**src/design/nsd_pkg.sv**
```systemverilog
// Shared types and constants of the netstring deframer.
package nsd_pkg;

   // Characters of the framing
   localparam logic [7:0] CH_COLON   = 8'h3A;
   localparam logic [7:0] CH_COMMA   = 8'h2C;
   localparam logic [7:0] CH_ZERO    = 8'h30;
   localparam logic [7:0] CH_NINE    = 8'h39;
   localparam logic [7:0] CH_NEWLINE = 8'h0A;

   // Prefix limit register
   localparam int unsigned MAXPFX_W = 5;
   localparam logic [MAXPFX_W-1:0] MAXPFX_RESET = 5'd20;

   // Register file: one register index bit above the word offset
   localparam int unsigned CSR_ADDR_W = 3;
   localparam logic REG_MAX_PREFIX = 1'b0;

   // Result queue between parser and output
   localparam int unsigned QUEUE_DEPTH = 4;
   localparam int unsigned QPTR_W      = $clog2(QUEUE_DEPTH);

   typedef enum logic [1:0] {
      PH_PREFIX  = 2'd0,
      PH_PAYLOAD = 2'd1,
      PH_TERM    = 2'd2
   } phase_type;

   // Classification of a result as decided by the parser
   typedef enum logic [2:0] {
      KIND_DATA      = 3'd0,
      KIND_TERM_OK   = 3'd1,
      KIND_NO_COMMA  = 3'd2,
      KIND_BAD_DIGIT = 3'd3,
      KIND_TOO_LONG  = 3'd4,
      KIND_OVERFLOW  = 3'd5
   } kind_type;

   typedef enum logic [2:0] {
      ST_OK        = 3'd0,
      ST_BAD_DIGIT = 3'd1,
      ST_TOO_LONG  = 3'd2,
      ST_NO_COMMA  = 3'd3,
      ST_OVERFLOW  = 3'd4
   } status_type;

   typedef struct packed {
      kind_type   kind;
      logic [7:0] data;
   } entry_type;

endpackage

```
**src/design/nsd_front.sv**
```systemverilog
// Front part: parses each received byte and classifies the result, if any.
module nsd_front
   import nsd_pkg::*;
#(
   parameter int unsigned LEN_WIDTH = 32
) (
   input  logic                clock,
   input  logic                reset,
   input  logic                in_acc,
   input  logic [7:0]          rx_byte,
   input  logic [MAXPFX_W-1:0] max_prefix,
   output logic                push,
   output entry_type           entry
);

   phase_type             phase_ff, phase_in;
   logic [LEN_WIDTH-1:0]  len_ff, len_in;
   logic [MAXPFX_W-1:0]   seen_ff, seen_in;
   logic                  bad_ff, bad_in;
   logic                  ovf_ff, ovf_in;

   logic                  is_colon, is_comma, is_digit;
   logic [3:0]            digit_diff;
   logic [MAXPFX_W-1:0]   lim;
   logic [MAXPFX_W:0]     seen_inc;
   logic                  too_long;
   logic [LEN_WIDTH+3:0]  prod;
   logic                  ovf_now;
   logic [LEN_WIDTH-1:0]  len_dec;
   logic                  len_zero;

   // Byte classification and arithmetic
   assign is_colon   = (rx_byte == CH_COLON);
   assign is_comma   = (rx_byte == CH_COMMA);
   assign is_digit   = rx_byte inside {[CH_ZERO:CH_NINE]};
   assign digit_diff = 4'(rx_byte - CH_ZERO);
   assign lim        = (max_prefix <= MAXPFX_W'(1)) ? MAXPFX_W'(1) : max_prefix;
   assign seen_inc   = {1'b0, seen_ff} + (MAXPFX_W+1)'(1);
   assign too_long   = (seen_inc >= {1'b0, lim});

   // len * 10 + digit, with four guard bits to catch overflow
   assign prod    = {1'b0, len_ff, 3'b000} + {3'b000, len_ff, 1'b0}
                  + {{LEN_WIDTH{1'b0}}, digit_diff};
   assign ovf_now = |prod[LEN_WIDTH+3:LEN_WIDTH];
   assign len_dec = len_ff - LEN_WIDTH'(1);
   assign len_zero = (len_ff == '0);

   // Next phase
   always_comb begin
      phase_in = phase_ff;
      if (in_acc) begin
         case (phase_ff)
            PH_PAYLOAD: begin
               phase_in = (len_dec == '0) ? PH_TERM : PH_PAYLOAD;
            end
            PH_TERM: begin
               phase_in = PH_PREFIX;
            end
            default: begin
               if (is_colon && !bad_ff && !ovf_ff) begin
                  phase_in = len_zero ? PH_TERM : PH_PAYLOAD;
               end else begin
                  phase_in = PH_PREFIX;
               end
            end
         endcase
      end
   end

   // Prefix state and results
   always_comb begin
      len_in     = len_ff;
      seen_in    = seen_ff;
      bad_in     = bad_ff;
      ovf_in     = ovf_ff;
      push       = 1'b0;
      entry.kind = KIND_DATA;
      entry.data = rx_byte;
      if (in_acc) begin
         case (phase_ff)
            PH_PAYLOAD: begin
               len_in = len_dec;
               push   = 1'b1;
            end
            PH_TERM: begin
               len_in     = '0;
               seen_in    = '0;
               bad_in     = 1'b0;
               ovf_in     = 1'b0;
               push       = 1'b1;
               entry.kind = is_comma ? KIND_TERM_OK : KIND_NO_COMMA;
            end
            default: begin
               if (is_colon) begin
                  seen_in = '0;
                  if (bad_ff || ovf_ff) begin
                     len_in     = '0;
                     bad_in     = 1'b0;
                     ovf_in     = 1'b0;
                     push       = 1'b1;
                     entry.kind = bad_ff ? KIND_BAD_DIGIT : KIND_OVERFLOW;
                  end
               end else if (too_long) begin
                  len_in     = '0;
                  seen_in    = '0;
                  bad_in     = 1'b0;
                  ovf_in     = 1'b0;
                  push       = 1'b1;
                  entry.kind = KIND_TOO_LONG;
               end else begin
                  seen_in = seen_inc[MAXPFX_W-1:0];
                  if (!is_digit) begin
                     bad_in = 1'b1;
                  end else if (!bad_ff && !ovf_ff) begin
                     if (ovf_now) begin
                        ovf_in = 1'b1;
                     end else begin
                        len_in = prod[LEN_WIDTH-1:0];
                     end
                  end
               end
            end
         endcase
      end
   end

   // State registers
   always_ff @(posedge clock) begin
      if (reset) begin
         phase_ff <= PH_PREFIX;
         len_ff   <= '0;
         seen_ff  <= '0;
         bad_ff   <= 1'b0;
         ovf_ff   <= 1'b0;
      end else begin
         phase_ff <= phase_in;
         len_ff   <= len_in;
         seen_ff  <= seen_in;
         bad_ff   <= bad_in;
         ovf_ff   <= ovf_in;
      end
   end

   // Payload phase always has bytes left to count
   a_payload_len: assert property (@(posedge clock) disable iff (reset)
      phase_ff == PH_PAYLOAD |-> len_ff != '0)
      else $error("payload phase with zero length left");

   // Prefix error flags never survive the colon
   a_flags_prefix: assert property (@(posedge clock) disable iff (reset)
      phase_ff != PH_PREFIX |-> !bad_ff && !ovf_ff)
      else $error("prefix error flag set outside prefix");

endmodule

```
**src/design/nsd_queue.sv**
```systemverilog
// Result queue between the parser and the output channel.
module nsd_queue
   import nsd_pkg::*;
(
   input  logic      clock,
   input  logic      reset,
   input  logic      push,
   input  entry_type push_entry,
   input  logic      pop,
   output logic      full,
   output logic      not_empty,
   output entry_type head
);

   entry_type         store [QUEUE_DEPTH];
   logic [QPTR_W-1:0] wr_ptr_ff, wr_ptr_in;
   logic [QPTR_W-1:0] rd_ptr_ff, rd_ptr_in;
   logic [QPTR_W:0]   count_ff, count_in;

   assign full      = (count_ff == (QPTR_W+1)'(QUEUE_DEPTH));
   assign not_empty = (count_ff != '0);
   assign head      = store[rd_ptr_ff];

   // Pointer and occupancy update
   always_comb begin
      wr_ptr_in = push ? wr_ptr_ff + QPTR_W'(1) : wr_ptr_ff;
      rd_ptr_in = pop  ? rd_ptr_ff + QPTR_W'(1) : rd_ptr_ff;
      count_in  = count_ff;
      if (push && !pop) begin
         count_in = count_ff + (QPTR_W+1)'(1);
      end else if (pop && !push) begin
         count_in = count_ff - (QPTR_W+1)'(1);
      end
   end

   always_ff @(posedge clock) begin
      if (reset) begin
         wr_ptr_ff <= '0;
         rd_ptr_ff <= '0;
         count_ff  <= '0;
      end else begin
         wr_ptr_ff <= wr_ptr_in;
         rd_ptr_ff <= rd_ptr_in;
         count_ff  <= count_in;
      end
   end

   // Entry storage
   always_ff @(posedge clock) begin
      if (push) begin
         store[wr_ptr_ff] <= push_entry;
      end
   end

   a_no_overrun: assert property (@(posedge clock) disable iff (reset)
      push |-> !full)
      else $error("push into full queue");

   a_no_underrun: assert property (@(posedge clock) disable iff (reset)
      pop |-> not_empty)
      else $error("pop from empty queue");

endmodule

```
**src/design/netstring_deframer.sv**
```systemverilog
// Top level of the netstring deframer: parser, result queue, output and registers.
//
//  channel  direction  handshake            payload
//  req_     in         req_valid/req_stall  req_rx_byte
//  rsp_     out        rsp_valid/rsp_stall  rsp_data_byte, rsp_last_of_frame, rsp_status
//  csr_     in/out     APB psel/penable     max_prefix_bytes at byte address 0
//
// One byte a cycle is accepted while req_stall is low; its result, if any, is registered
// into the result queue. The parser updates its state with one multiply-by-ten add
// per byte, so the rate is one transaction per cycle unless req_stall holds the input.
// req_stall rises only when the four-entry result queue is full.
// Synchronous reset clears the parser and queue and sets the limit to 20.
module netstring_deframer
   import nsd_pkg::*;
#(
   parameter int unsigned LEN_WIDTH = 32
) (
   input  logic                  clock,
   input  logic                  reset,
   input  logic                  req_valid,
   output logic                  req_stall,
   input  logic [7:0]            req_rx_byte,
   output logic                  rsp_valid,
   input  logic                  rsp_stall,
   output logic [7:0]            rsp_data_byte,
   output logic                  rsp_last_of_frame,
   output logic [2:0]            rsp_status,
   input  logic                  csr_psel,
   input  logic                  csr_penable,
   input  logic                  csr_pwrite,
   input  logic [CSR_ADDR_W-1:0] csr_paddr,
   input  logic [31:0]           csr_pwdata,
   output logic [31:0]           csr_prdata,
   output logic                  csr_pready
);

   logic [MAXPFX_W-1:0] max_prefix_ff, max_prefix_in;
   logic                csr_wr;
   logic                in_acc;
   logic                push;
   entry_type           push_entry;
   logic                pop;
   logic                q_full;
   logic                q_not_empty;
   entry_type           head;
   status_type          status;

   // Configuration register
   assign csr_pready = 1'b1;
   assign csr_wr     = csr_psel && csr_penable && csr_pwrite && csr_pready
                    && (csr_paddr[2] == REG_MAX_PREFIX);
   assign max_prefix_in = csr_wr ? csr_pwdata[MAXPFX_W-1:0] : max_prefix_ff;
   assign csr_prdata    = (csr_paddr[2] == REG_MAX_PREFIX) ? 32'(max_prefix_ff) : '0;

   always_ff @(posedge clock) begin
      if (reset) begin
         max_prefix_ff <= MAXPFX_RESET;
      end else begin
         max_prefix_ff <= max_prefix_in;
      end
   end

   // Input transaction
   assign req_stall = q_full;
   assign in_acc    = req_valid && !req_stall;

   nsd_front #(
      .LEN_WIDTH (LEN_WIDTH)
   ) u_front (
      .clock      (clock),
      .reset      (reset),
      .in_acc     (in_acc),
      .rx_byte    (req_rx_byte),
      .max_prefix (max_prefix_ff),
      .push       (push),
      .entry      (push_entry)
   );

   nsd_queue u_queue (
      .clock      (clock),
      .reset      (reset),
      .push       (push),
      .push_entry (push_entry),
      .pop        (pop),
      .full       (q_full),
      .not_empty  (q_not_empty),
      .head       (head)
   );

   // Output formatting from the queue head
   assign rsp_valid = q_not_empty;
   assign pop       = rsp_valid && !rsp_stall;

   always_comb begin
      case (head.kind)
         KIND_DATA:      status = ST_OK;
         KIND_TERM_OK:   status = ST_OK;
         KIND_NO_COMMA:  status = ST_NO_COMMA;
         KIND_BAD_DIGIT: status = ST_BAD_DIGIT;
         KIND_TOO_LONG:  status = ST_TOO_LONG;
         KIND_OVERFLOW:  status = ST_OVERFLOW;
         default:        status = ST_OK;
      endcase
   end

   assign rsp_data_byte     = (head.kind == KIND_TERM_OK) ? CH_NEWLINE : head.data;
   assign rsp_last_of_frame = (head.kind != KIND_DATA);
   assign rsp_status        = status;

endmodule

```
**config.mk**
```make
export PLATFORM = sky130hd
export DESIGN_NAME = netstring_deframer
export DESIGN_NICKNAME = d
export VERILOG_FILES = /design/src/design/nsd_pkg.sv /design/src/design/nsd_front.sv /design/src/design/nsd_queue.sv /design/src/design/netstring_deframer.sv
export SDC_FILE = /design/constraint.sdc
export NUM_CORES = 1
export LEC_CHECK = 0
export CAP_MARGIN = 20
export CORE_ASPECT_RATIO = 0.8
export CORE_MARGIN = 5
export CORE_UTILIZATION = 59
export CTS_BUF_LIST = sky130_fd_sc_hd__clkbuf_4 sky130_fd_sc_hd__clkbuf_8
export CTS_CLUSTER_SIZE = 24
export DETAILED_ROUTE_END_ITERATION = 8
export DONT_BUFFER_PORTS = 1
export PLACE_DENSITY = 0.79
export REMOVE_ABC_BUFFERS = 1
export SYNTH_ARGS = -nofsm -noshare
export SYNTH_HDL_FRONTEND = slang
export SYNTH_SLANG_ARGS = --single-unit
```
**constraint.sdc**
```tcl
create_clock -name clock -period 9.45 [get_ports clock]
set_clock_uncertainty 0.05 [all_clocks]
set_input_delay 1.4175 -clock clock [delete_from_list [all_inputs] [get_ports clock]]
set_output_delay 1.4175 -clock clock [all_outputs]
set_load 0.03 [all_outputs]
```
==> results of run 1 <==
==> metal layers <==
metal  share of wire, %  track usage, %  up-vias
met5                  0           0.654        -
met4                2.0            5.32        0
met1                 47            37.6     2953
li1                   -               -     3053
met2                 42            32.0      321
met3                9.1            4.70       32
==> worst max-delay path by stage <==
stage | end | slack, ps | cells after the start
floorplan | u_front.len_ff[2] | 4080 | 14
global placement | u_front.len_ff[29] | 3640 | 15
detailed placement | u_front.len_ff[29] | 3630 | 15
CTS | u_front.len_ff[19] | 4020 | 15
global route | u_front.len_ff[29] | 3700 | 15
finish | u_front.len_ff[29] | 3950 | 15
==> per-stage QoR <==
| stage | hold WS (ps) | utilization (%) | area, um2 | setup WS (ps) |
|---|---|---|---|---|
| 6_report | 430 | 61.4 | 7820 | 3950 |
| 5_1_grt | 446 | 61.4 | 7820 | 3700 |
| 4_1_cts | 432 | 61.4 | 7810 | 4020 |
| 3_5_place_dp | 419 | 59.6 | 7590 | 3630 |
| 3_3_place_gp | 408 | 59.6 | 7590 | 3640 |
| 2_1_floorplan | 393 | - | 7330 | 4080 |
==> cells in the final DEF (no fill, tap or decap), drive strengths merged, types with 9 or more instances in the layout <==
cell	count
or3	12
a21oi	64
conb	28
nor2	85
a21o	10
nand3	30
edfxtp	44
nor2b	11
xor2	29
a211oi	10
nor4	11
nand2	69
inv	34
xnor2	27
mux2i	9
dfxtp	55
mux4	11
and2	9
clkbuf	9
nor3	30
o22ai	10
ha	78
o21ai	47
nand4	9
==> cell type report <==
class,count,area (um2)
Fill cell,1078,4910
Timing Repair Buffer,6,45.0
Multi-Input combinational cell,690,4790
Clock buffer,9,124
Clock inverter,7,98.8
Inverter,33,124
Sequential cell,99,2420
Tap cell,175,219
==> sequential cells by signal, summed over array words and instances (netlist names), named ones only <==
| signal | count |
|---|---|
| u_queue.store | 44 |
| u_front.bad_ff | 1 |
| u_front.len_ff | 32 |
| u_front.phase_ff | 2 |
| u_queue.wr_ptr_ff | 2 |
| u_queue.rd_ptr_ff | 2 |
| max_prefix_ff | 5 |
| u_front.seen_ff | 5 |
| u_front.ovf_ff | 1 |
| u_queue.count_ff | 3 |
==> power by group <==
group	total [mW]	switching (mW)	internal (mW)
clock	0.304	0.153	0.151
sequential	0.555	0.0667	0.489
combinational	0.790	0.504	0.286
==> kinds of logic (layout without fill, tap and decap cells) <==
family | Yosys count | count (layout) | synth area share, %
mux | 20 | 20 | 4.45
flops | 99 | 99 | 31.9
simple gates | 305 | 305 | 19.8
xor+xnor | 56 | 56 | 6.46
buf+inv | 94 | 55 | 6.38
other cells | 2 | 28 | 0.0989
compound gates | 200 | 200 | 17.2
fa+ha+maj | 81 | 81 | 13.6
==> worst min-delay path: stages (launching register included) <==
cell and delay, ps:
dfxtp_1 340, nand2_1 60, a21oi_1 50
==> synth_stat cells (11+ instances only) <==
| cell type | instances | area share (%) |
|---|---|---|
| a21oi_1 | 60 | 4.0 |
| buf_4 | 29 | 2.9 |
| clkbuf_1 | 22 | 1.1 |
| dfxtp_1 | 55 | 14 |
| edfxtp_1 | 44 | 17 |
| ha_1 | 78 | 13 |
| inv_1 | 32 | 1.6 |
| mux4_2 | 11 | 3.3 |
| nand2_1 | 69 | 3.4 |
| nand3_1 | 30 | 2.0 |
| nor2_1 | 85 | 4.2 |
| nor2b_1 | 11 | 0.91 |
| nor3_1 | 29 | 1.9 |
| o21ai_0 | 42 | 2.8 |
| or3_1 | 12 | 0.99 |
| xnor2_1 | 27 | 3.1 |
| xor2_1 | 29 | 3.3 |
==> flow_summary.toml, run 1 <==
[outcome]
outcome = "completed"

[route]
drt-pass1-iter-count = 5
first_iter_violations = 864
vias_per_cell = 6.24
postRouteAntennaNets = 0
wl_um = 17900
wl_per_cell_um = 17.6
via_count = 6359
drc = 0

[worst_hold_path]
min_delay_path_depth = 2
holdCritPathClass = "register to register"
min-delay-start = "u_front.seen_ff[1]"
hold_end = "u_front.seen_ff[1]"

[cells_and_area]
n_antenna_cell = 0
area_growth_pct = 2.95
layout-drive-gt1-share_pct = 6.87
fin_nets = 970
finalNonFillerCells = 1019

[power_and_ir_drop]
leakagePower_nw = 3.26
p_total_mw = 1.65
vdd_drop_max_uv = 184
powerDensity_nw_per_um2 = 211

[timing]
finalSetupTns_ps = 0
finalHoldViolations = 0
drv_slew = 0
fin_crit_sh_pct = 58.2
rsz0062_at_grt = "false"
tightest_slew_ps = 1050
fmax_mhz = 182
relSlewSlack_pct = 29.6
fin_crit_ps = 5500
finalSetupViolations = 0

[logic_synthesis]
synth.avg_cell_area_um2 = 8.86
async_flop_share_pct = 0
syn-cell-area_um2 = 7590
yosysUniqueCellTypes = 75
synth_seq_cells = 99
synth_ff_type = "dfxtp_1"
yosysSeqAreaShare_pct = 31.9
synth_edf_count = 44
synth_warnings = 0
syn_inst = 857

[place]
hpwl_um = 13400
gp_congestion = 0.922
dp.cells = 1002
io_buffers = 0

[setup_path]
crit_type = "input port to register"
crit_chain = "inv_1, fa_1, inv_1, fa_1, a21oi_1, o21ai_1, a21oi_2, o211ai_1, a211oi_1, xnor2_1, or4_4, o21bai_2, buf_4, o221ai_1, o211a_1"
cp_slowest_stage_delay_ps = 610
cp_data_required_time_ps = 9680
cp-end-kind = "register"
crit_family = "compound AO/OA/AOI/OAI gates"
arrival_ps = 5720
cp_max_fo = 17
reg2reg_depth = 15
r2r-end = "u_front.len_ff[29]"
r2r-start = "u_front.len_ff[0]"
crit_start = "req_rx_byte[3]"
worstSetupStartpointType = "input port"
crit_path_top_delay_cell = "o21bai_2"
worst-path-buf-inv = 3
r2r_slack_ps = 4420

[clock_network]
htreeDepth = 3
worstSkewPairLatency_ps = 380
clk_path_buf_depth = 2
postCtsHoldBufs = 0
postCtsSetupRepairBufs = 0
clk_pin_slew_ps = 90
cts_tree = "done"
clock-root-buffer = "clkbuf_8"
cts_buffers = 9
clock-sinks = 99
ctsResizeCount = 0

[grt]
grt_pass1_wl_um = 29200
grt_max_degree = 49
grt_antenna_before_repair = 0
grt_pass1_vias = 5677
overflow = 0
track_usage_pct = 23.4

[die]
dieWidth_um = 137
initial_core_util_pct = 59.7
ios = 97
die_area_um2 = 15300
die_h_um = 111
core-area_um2 = 12700
num_rows = 37

[flow_run]
drv_cap = 0
(Power assumes the default switching activity.)
==> inputs of run 2 (changes only) <==
- clock period: 9.45 -> 5.2 ns (I/O delays scaled with it)
==> flow_summary.toml, run 2 (same netlist as run 1, synthesis figures left out) <==
[power_and_ir_drop]
p_comb_share_pct = 48.1
powerDensity_nw_per_um2 = 384
p_switching_mw = 1.32
p_sw_share_pct = 43.9
internal_power_mw = 1.69
clockPowerShare_pct = 18.2
vdd_drop_max_uv = 290
leakagePower_nw = 3.28
pwr-share-seq_pct = 33.6
p_total_mw = 3.01

[timing]
relSlewSlack_pct = 31.7
fmax_mhz = 213
setup_ws_ps = 499
drv_slew = 0
fin_crit_ps = 4700
finalHoldViolations = 0
tightest_slew_ps = 1020
rsz0062_at_grt = "false"
fin_crit_sh_pct = 90.4
hold_ws_ps = 416
finalSetupViolations = 0
finalSetupTns_ps = 0

[die]
die_area_um2 = 15300
ios = 97
num_rows = 37
die_h_um = 111
dieWidth_um = 137
core-area_um2 = 12700
initial_core_util_pct = 59.7

[setup_path]
cp-end-kind = "register"
cp_data_required_time_ps = 5410
r2r-end = "u_front.len_ff[1]"
cp_max_fo = 20
r2r-start = "u_front.len_ff[0]"
crit_type = "register to register"
worstSetupStartpointType = "register"
reg2reg_depth = 15
r2r_slack_ps = 500
arrival_ps = 4910

[worst_hold_path]
hold_end = "u_front.seen_ff[2]"
min-delay-start = "reset"
min_delay_path_depth = 1
holdCritPathClass = "input port to register"

[cells_and_area]
regMostFlops = "u_queue.store"
n_antenna_cell = 0
final_area_um2 = 7860
final_cell_mix = "85 x nor2_1, 78 x ha_1, 69 x nand2_1"
final_common_cell = "nor2_1"
layout-drive-gt1-share_pct = 7.08
fin_nets = 973
largest_reg_flops = 44
area_growth_pct = 3.44
post-route-util_pct = 61.7
finalNonFillerCells = 1022
top_regs = "u_queue.store: 44 flops, u_front.len_ff: 32 flops"

[grt]
grt_pass1_wl_um = 29900
grt_antenna_before_repair = 0
overflow = 0
grt_pass1_vias = 5798
track_usage_pct = 24.1
grt_max_degree = 49

[clock_network]
cts_buffers = 9
clock-root-buffer = "clkbuf_8"
clock-sinks = 99
postCtsSetupRepairBufs = 0
postCtsHoldBufs = 0
htreeDepth = 3
clk_path_buf_depth = 2
worstSkewPairLatency_ps = 380
clk_pin_slew_ps = 90
ctsResizeCount = 0
cts_tree = "done"

[route]
drc = 0
wl_per_cell_um = 17.6
drt-pass1-iter-count = 5
via_count = 6319
vias_per_cell = 6.18
wl_um = 18000
first_iter_violations = 604
postRouteAntennaNets = 0

[place]
io_buffers = 0
hpwl_um = 13300
dp_slack_ps = 318
gp_congestion = 0.907
post_dp_cell_area_um2 = 7620
dp.cells = 1005

[flow_run]
drv_cap = 0

[outcome]
outcome = "completed"
==> run 2: changes by cell type in the layout (fill, tap and decap cells not counted) <==
cell,change
buf_12,+1
buf_4,+1
buf_6,+1
clkinv_1,+1
clkinvlp_2,-1
==> run 2: area by class of cell <==
class                   instances  area (um2)
flip-flops and latches         99        2420
repair buffers                  9        83.8
fillers                      1067        4870
multi-input cells             690        4790
clock inverters                 7        97.6
clock buffers                   9         124
inverters                      33         124
well taps                     175         219
==> run 2: power groups by stage <==
| stage | combinational, mW | sequential (mW) | clock, mW |
|---|---|---|---|
| 3_5_place_dp | 1.41 | 1.03 | 0 |
| 3_3_place_gp | 1.39 | 1.02 | 0 |
| 4_1_cts | 1.42 | 1.01 | 0.559 |
| 6_report | 1.45 | 1.01 | 0.550 |
| 5_1_grt | 1.59 | 1.03 | 0.597 |
| 2_1_floorplan | 1.13 | 0.988 | 0 |
==> run 2: worst max-delay path, cell delays in order, from the launching register on <==
cell      delay, ps
dfxtp_1         490
inv_1           150
fa_1            520
inv_1            70
fa_1            460
a21oi_1         230
o21ai_1         170
a21oi_2         250
o211ai_1        220
a211oi_1        350
xnor2_1         110
or4_4           570
o21ba_1         380
buf_12          240
a211oi_1        260
a211oi_2         70
==> run 2: worst max-delay path by stage <==
stage	slack [ps]	cells past startpoint	startpoint	to
2_1_floorplan	470	14	req_rx_byte[3]	u_front.len_ff[2]
3_3_place_gp	380	15	req_rx_byte[3]	u_front.len_ff[1]
3_5_place_dp	320	15	req_rx_byte[3]	u_front.len_ff[1]
4_1_cts	550	15	u_front.len_ff[0]	u_front.len_ff[1]
5_1_grt	200	15	u_front.len_ff[0]	u_front.len_ff[1]
6_report	500	15	u_front.len_ff[0]	u_front.len_ff[1]
==> run 2: metal layers <==
metal / share of wire [%] / global-route usage [%] / vias to the layer above / routed length [um]
met5: 0 / 0 / - / 0
met3: 8.2 / 5.06 / 25 / 1480
met2: 43 / 34.3 / 273 / 7750
met1: 47 / 37.4 / 2965 / 8480
met4: 1.7 / 5.85 / 0 / 299
li1: - / - / 3056 / -
==> inputs of run 3 (changes only) <==
- CORE_UTILIZATION: 59 -> 45
- HOLD_SLACK_MARGIN: default -> 0.12
- PLACE_DENSITY: 0.79 -> 0.64
==> flow_summary.toml, run 3 (same netlist as run 1, synthesis figures left out) <==
[clock_network]
postCtsHoldBufs = 0
postCtsSetupRepairBufs = 0
cts_tree = "done"
cts_buffers = 9
clk_pin_slew_ps = 100
worstSkewPairLatency_ps = 370
ctsResizeCount = 0
clk_path_buf_depth = 2
clock-root-buffer = "clkbuf_8"
htreeDepth = 3
clock-sinks = 99

[die]
core-area_um2 = 16600
dieWidth_um = 155
ios = 97
initial_core_util_pct = 45.9
die_area_um2 = 19600
die_h_um = 126
num_rows = 42

[cells_and_area]
area_growth_pct = 3.69
final_common_cell = "nor2_1"
fin_nets = 975
top_regs = "u_queue.store: 44 flops, u_front.len_ff: 32 flops"
regMostFlops = "u_queue.store"
largest_reg_flops = 44
n_antenna_cell = 0
layout-drive-gt1-share_pct = 7.30
final_cell_mix = "85 x nor2_1, 78 x ha_1, 69 x nand2_1"

[route]
wl_per_cell_um = 17.3
drc = 0
vias_per_cell = 5.87
wl_um = 18500
via_count = 6280
postRouteAntennaNets = 0
drt-pass1-iter-count = 5
first_iter_violations = 659

[timing]
relSlewSlack_pct = 26.5
fmax_mhz = 222
setup_ws_ps = 697
finalSetupViolations = 0
rsz0062_at_grt = "false"
fin_crit_sh_pct = 86.6
tightest_slew_ps = 1100
finalSetupTns_ps = 0
drv_slew = 0
fin_crit_ps = 4500
hold_ws_ps = 431
finalHoldViolations = 0

[power_and_ir_drop]
p_switching_mw = 1.32
p_sw_share_pct = 45.3
p_total_mw = 2.92
clockPowerShare_pct = 15.6
pwr-share-seq_pct = 34.5
powerDensity_nw_per_um2 = 370
p_comb_share_pct = 49.9
internal_power_mw = 1.59
leakagePower_nw = 3.26
vdd_drop_max_uv = 179

[setup_path]
cp_data_required_time_ps = 5410
cp-end-kind = "register"
crit_type = "register to register"
cp_max_fo = 15
reg2reg_depth = 15
worstSetupStartpointType = "register"
arrival_ps = 4720

[grt]
track_usage_pct = 18.6
overflow = 0
grt_antenna_before_repair = 0
grt_max_degree = 49
grt_pass1_vias = 5648
grt_pass1_wl_um = 29900

[place]
io_buffers = 0
gp_congestion = 0.860
dp_slack_ps = 414
hpwl_um = 13900

[outcome]
outcome = "completed"

[worst_hold_path]
min_delay_path_depth = 2
holdCritPathClass = "register to register"

[flow_run]
drv_cap = 0
run 3: critical path, cell delays in order (launching register included):
cell	delay, ps
dfxtp_1	470
inv_1	130
fa_1	500
inv_1	70
fa_1	460
a21oi_1	230
o21ai_1	160
a21oi_2	250
o211ai_1	220
a211oi_1	340
xnor2_1	100
or4_4	570
o21ba_1	300
buf_4	240
a221oi_1	230
nor3_1	70
run 3: final timing paths:
| kind | endpoint | slack [ps] | startpoint |
|---|---|---|---|
| max | u_front.len_ff[13] | 700 | u_front.len_ff[2] |
| min | u_front.seen_ff[1] | 430 | u_front.seen_ff[1] |
| max reg2reg | u_front.len_ff[13] | 700 | u_front.len_ff[2] |
| min reg2reg | u_front.seen_ff[1] | 430 | u_front.seen_ff[1] |
run 3: cell type report:
type	instances	area [um2]
clock buffer	9	124
clock inverter	7	51.3
fill	1609	8680
inverter	33	124
multi-input combinational	690	4790
sequential	99	2420
tap	220	275
timing repair buffer	11	92.6
run 3: power groups by stage:
stage	logic (mW)	registers, mW	clock network, mW
2_1_floorplan	1.13	0.988	0
3_3_place_gp	1.42	1.02	0
3_5_place_dp	1.43	1.03	0
4_1_cts	1.44	1.01	0.467
5_1_grt	1.60	1.02	0.497
6_report	1.45	1.01	0.455
run 3: routing by layer:
layer  GRT usage, %  up-vias  wire (um)
met5              0        -          0
met4           3.55        0        225
met3           3.22       19       1350
met2           26.6      222       7630
met1           29.4     2975       9300
li1               -     3064          -
run 3: through the flow:
step | util (%) | area, um2 | instances
3_5_place_dp | 46.5 | 7690 | 1052
3_3_place_gp | 46.5 | 7690 | 1052
5_1_grt | 47.6 | 7880 | 1069
2_1_floorplan | - | 7330 | 822
4_1_cts | 47.5 | 7870 | 1068
6_report | 47.6 | 7880 | 1069
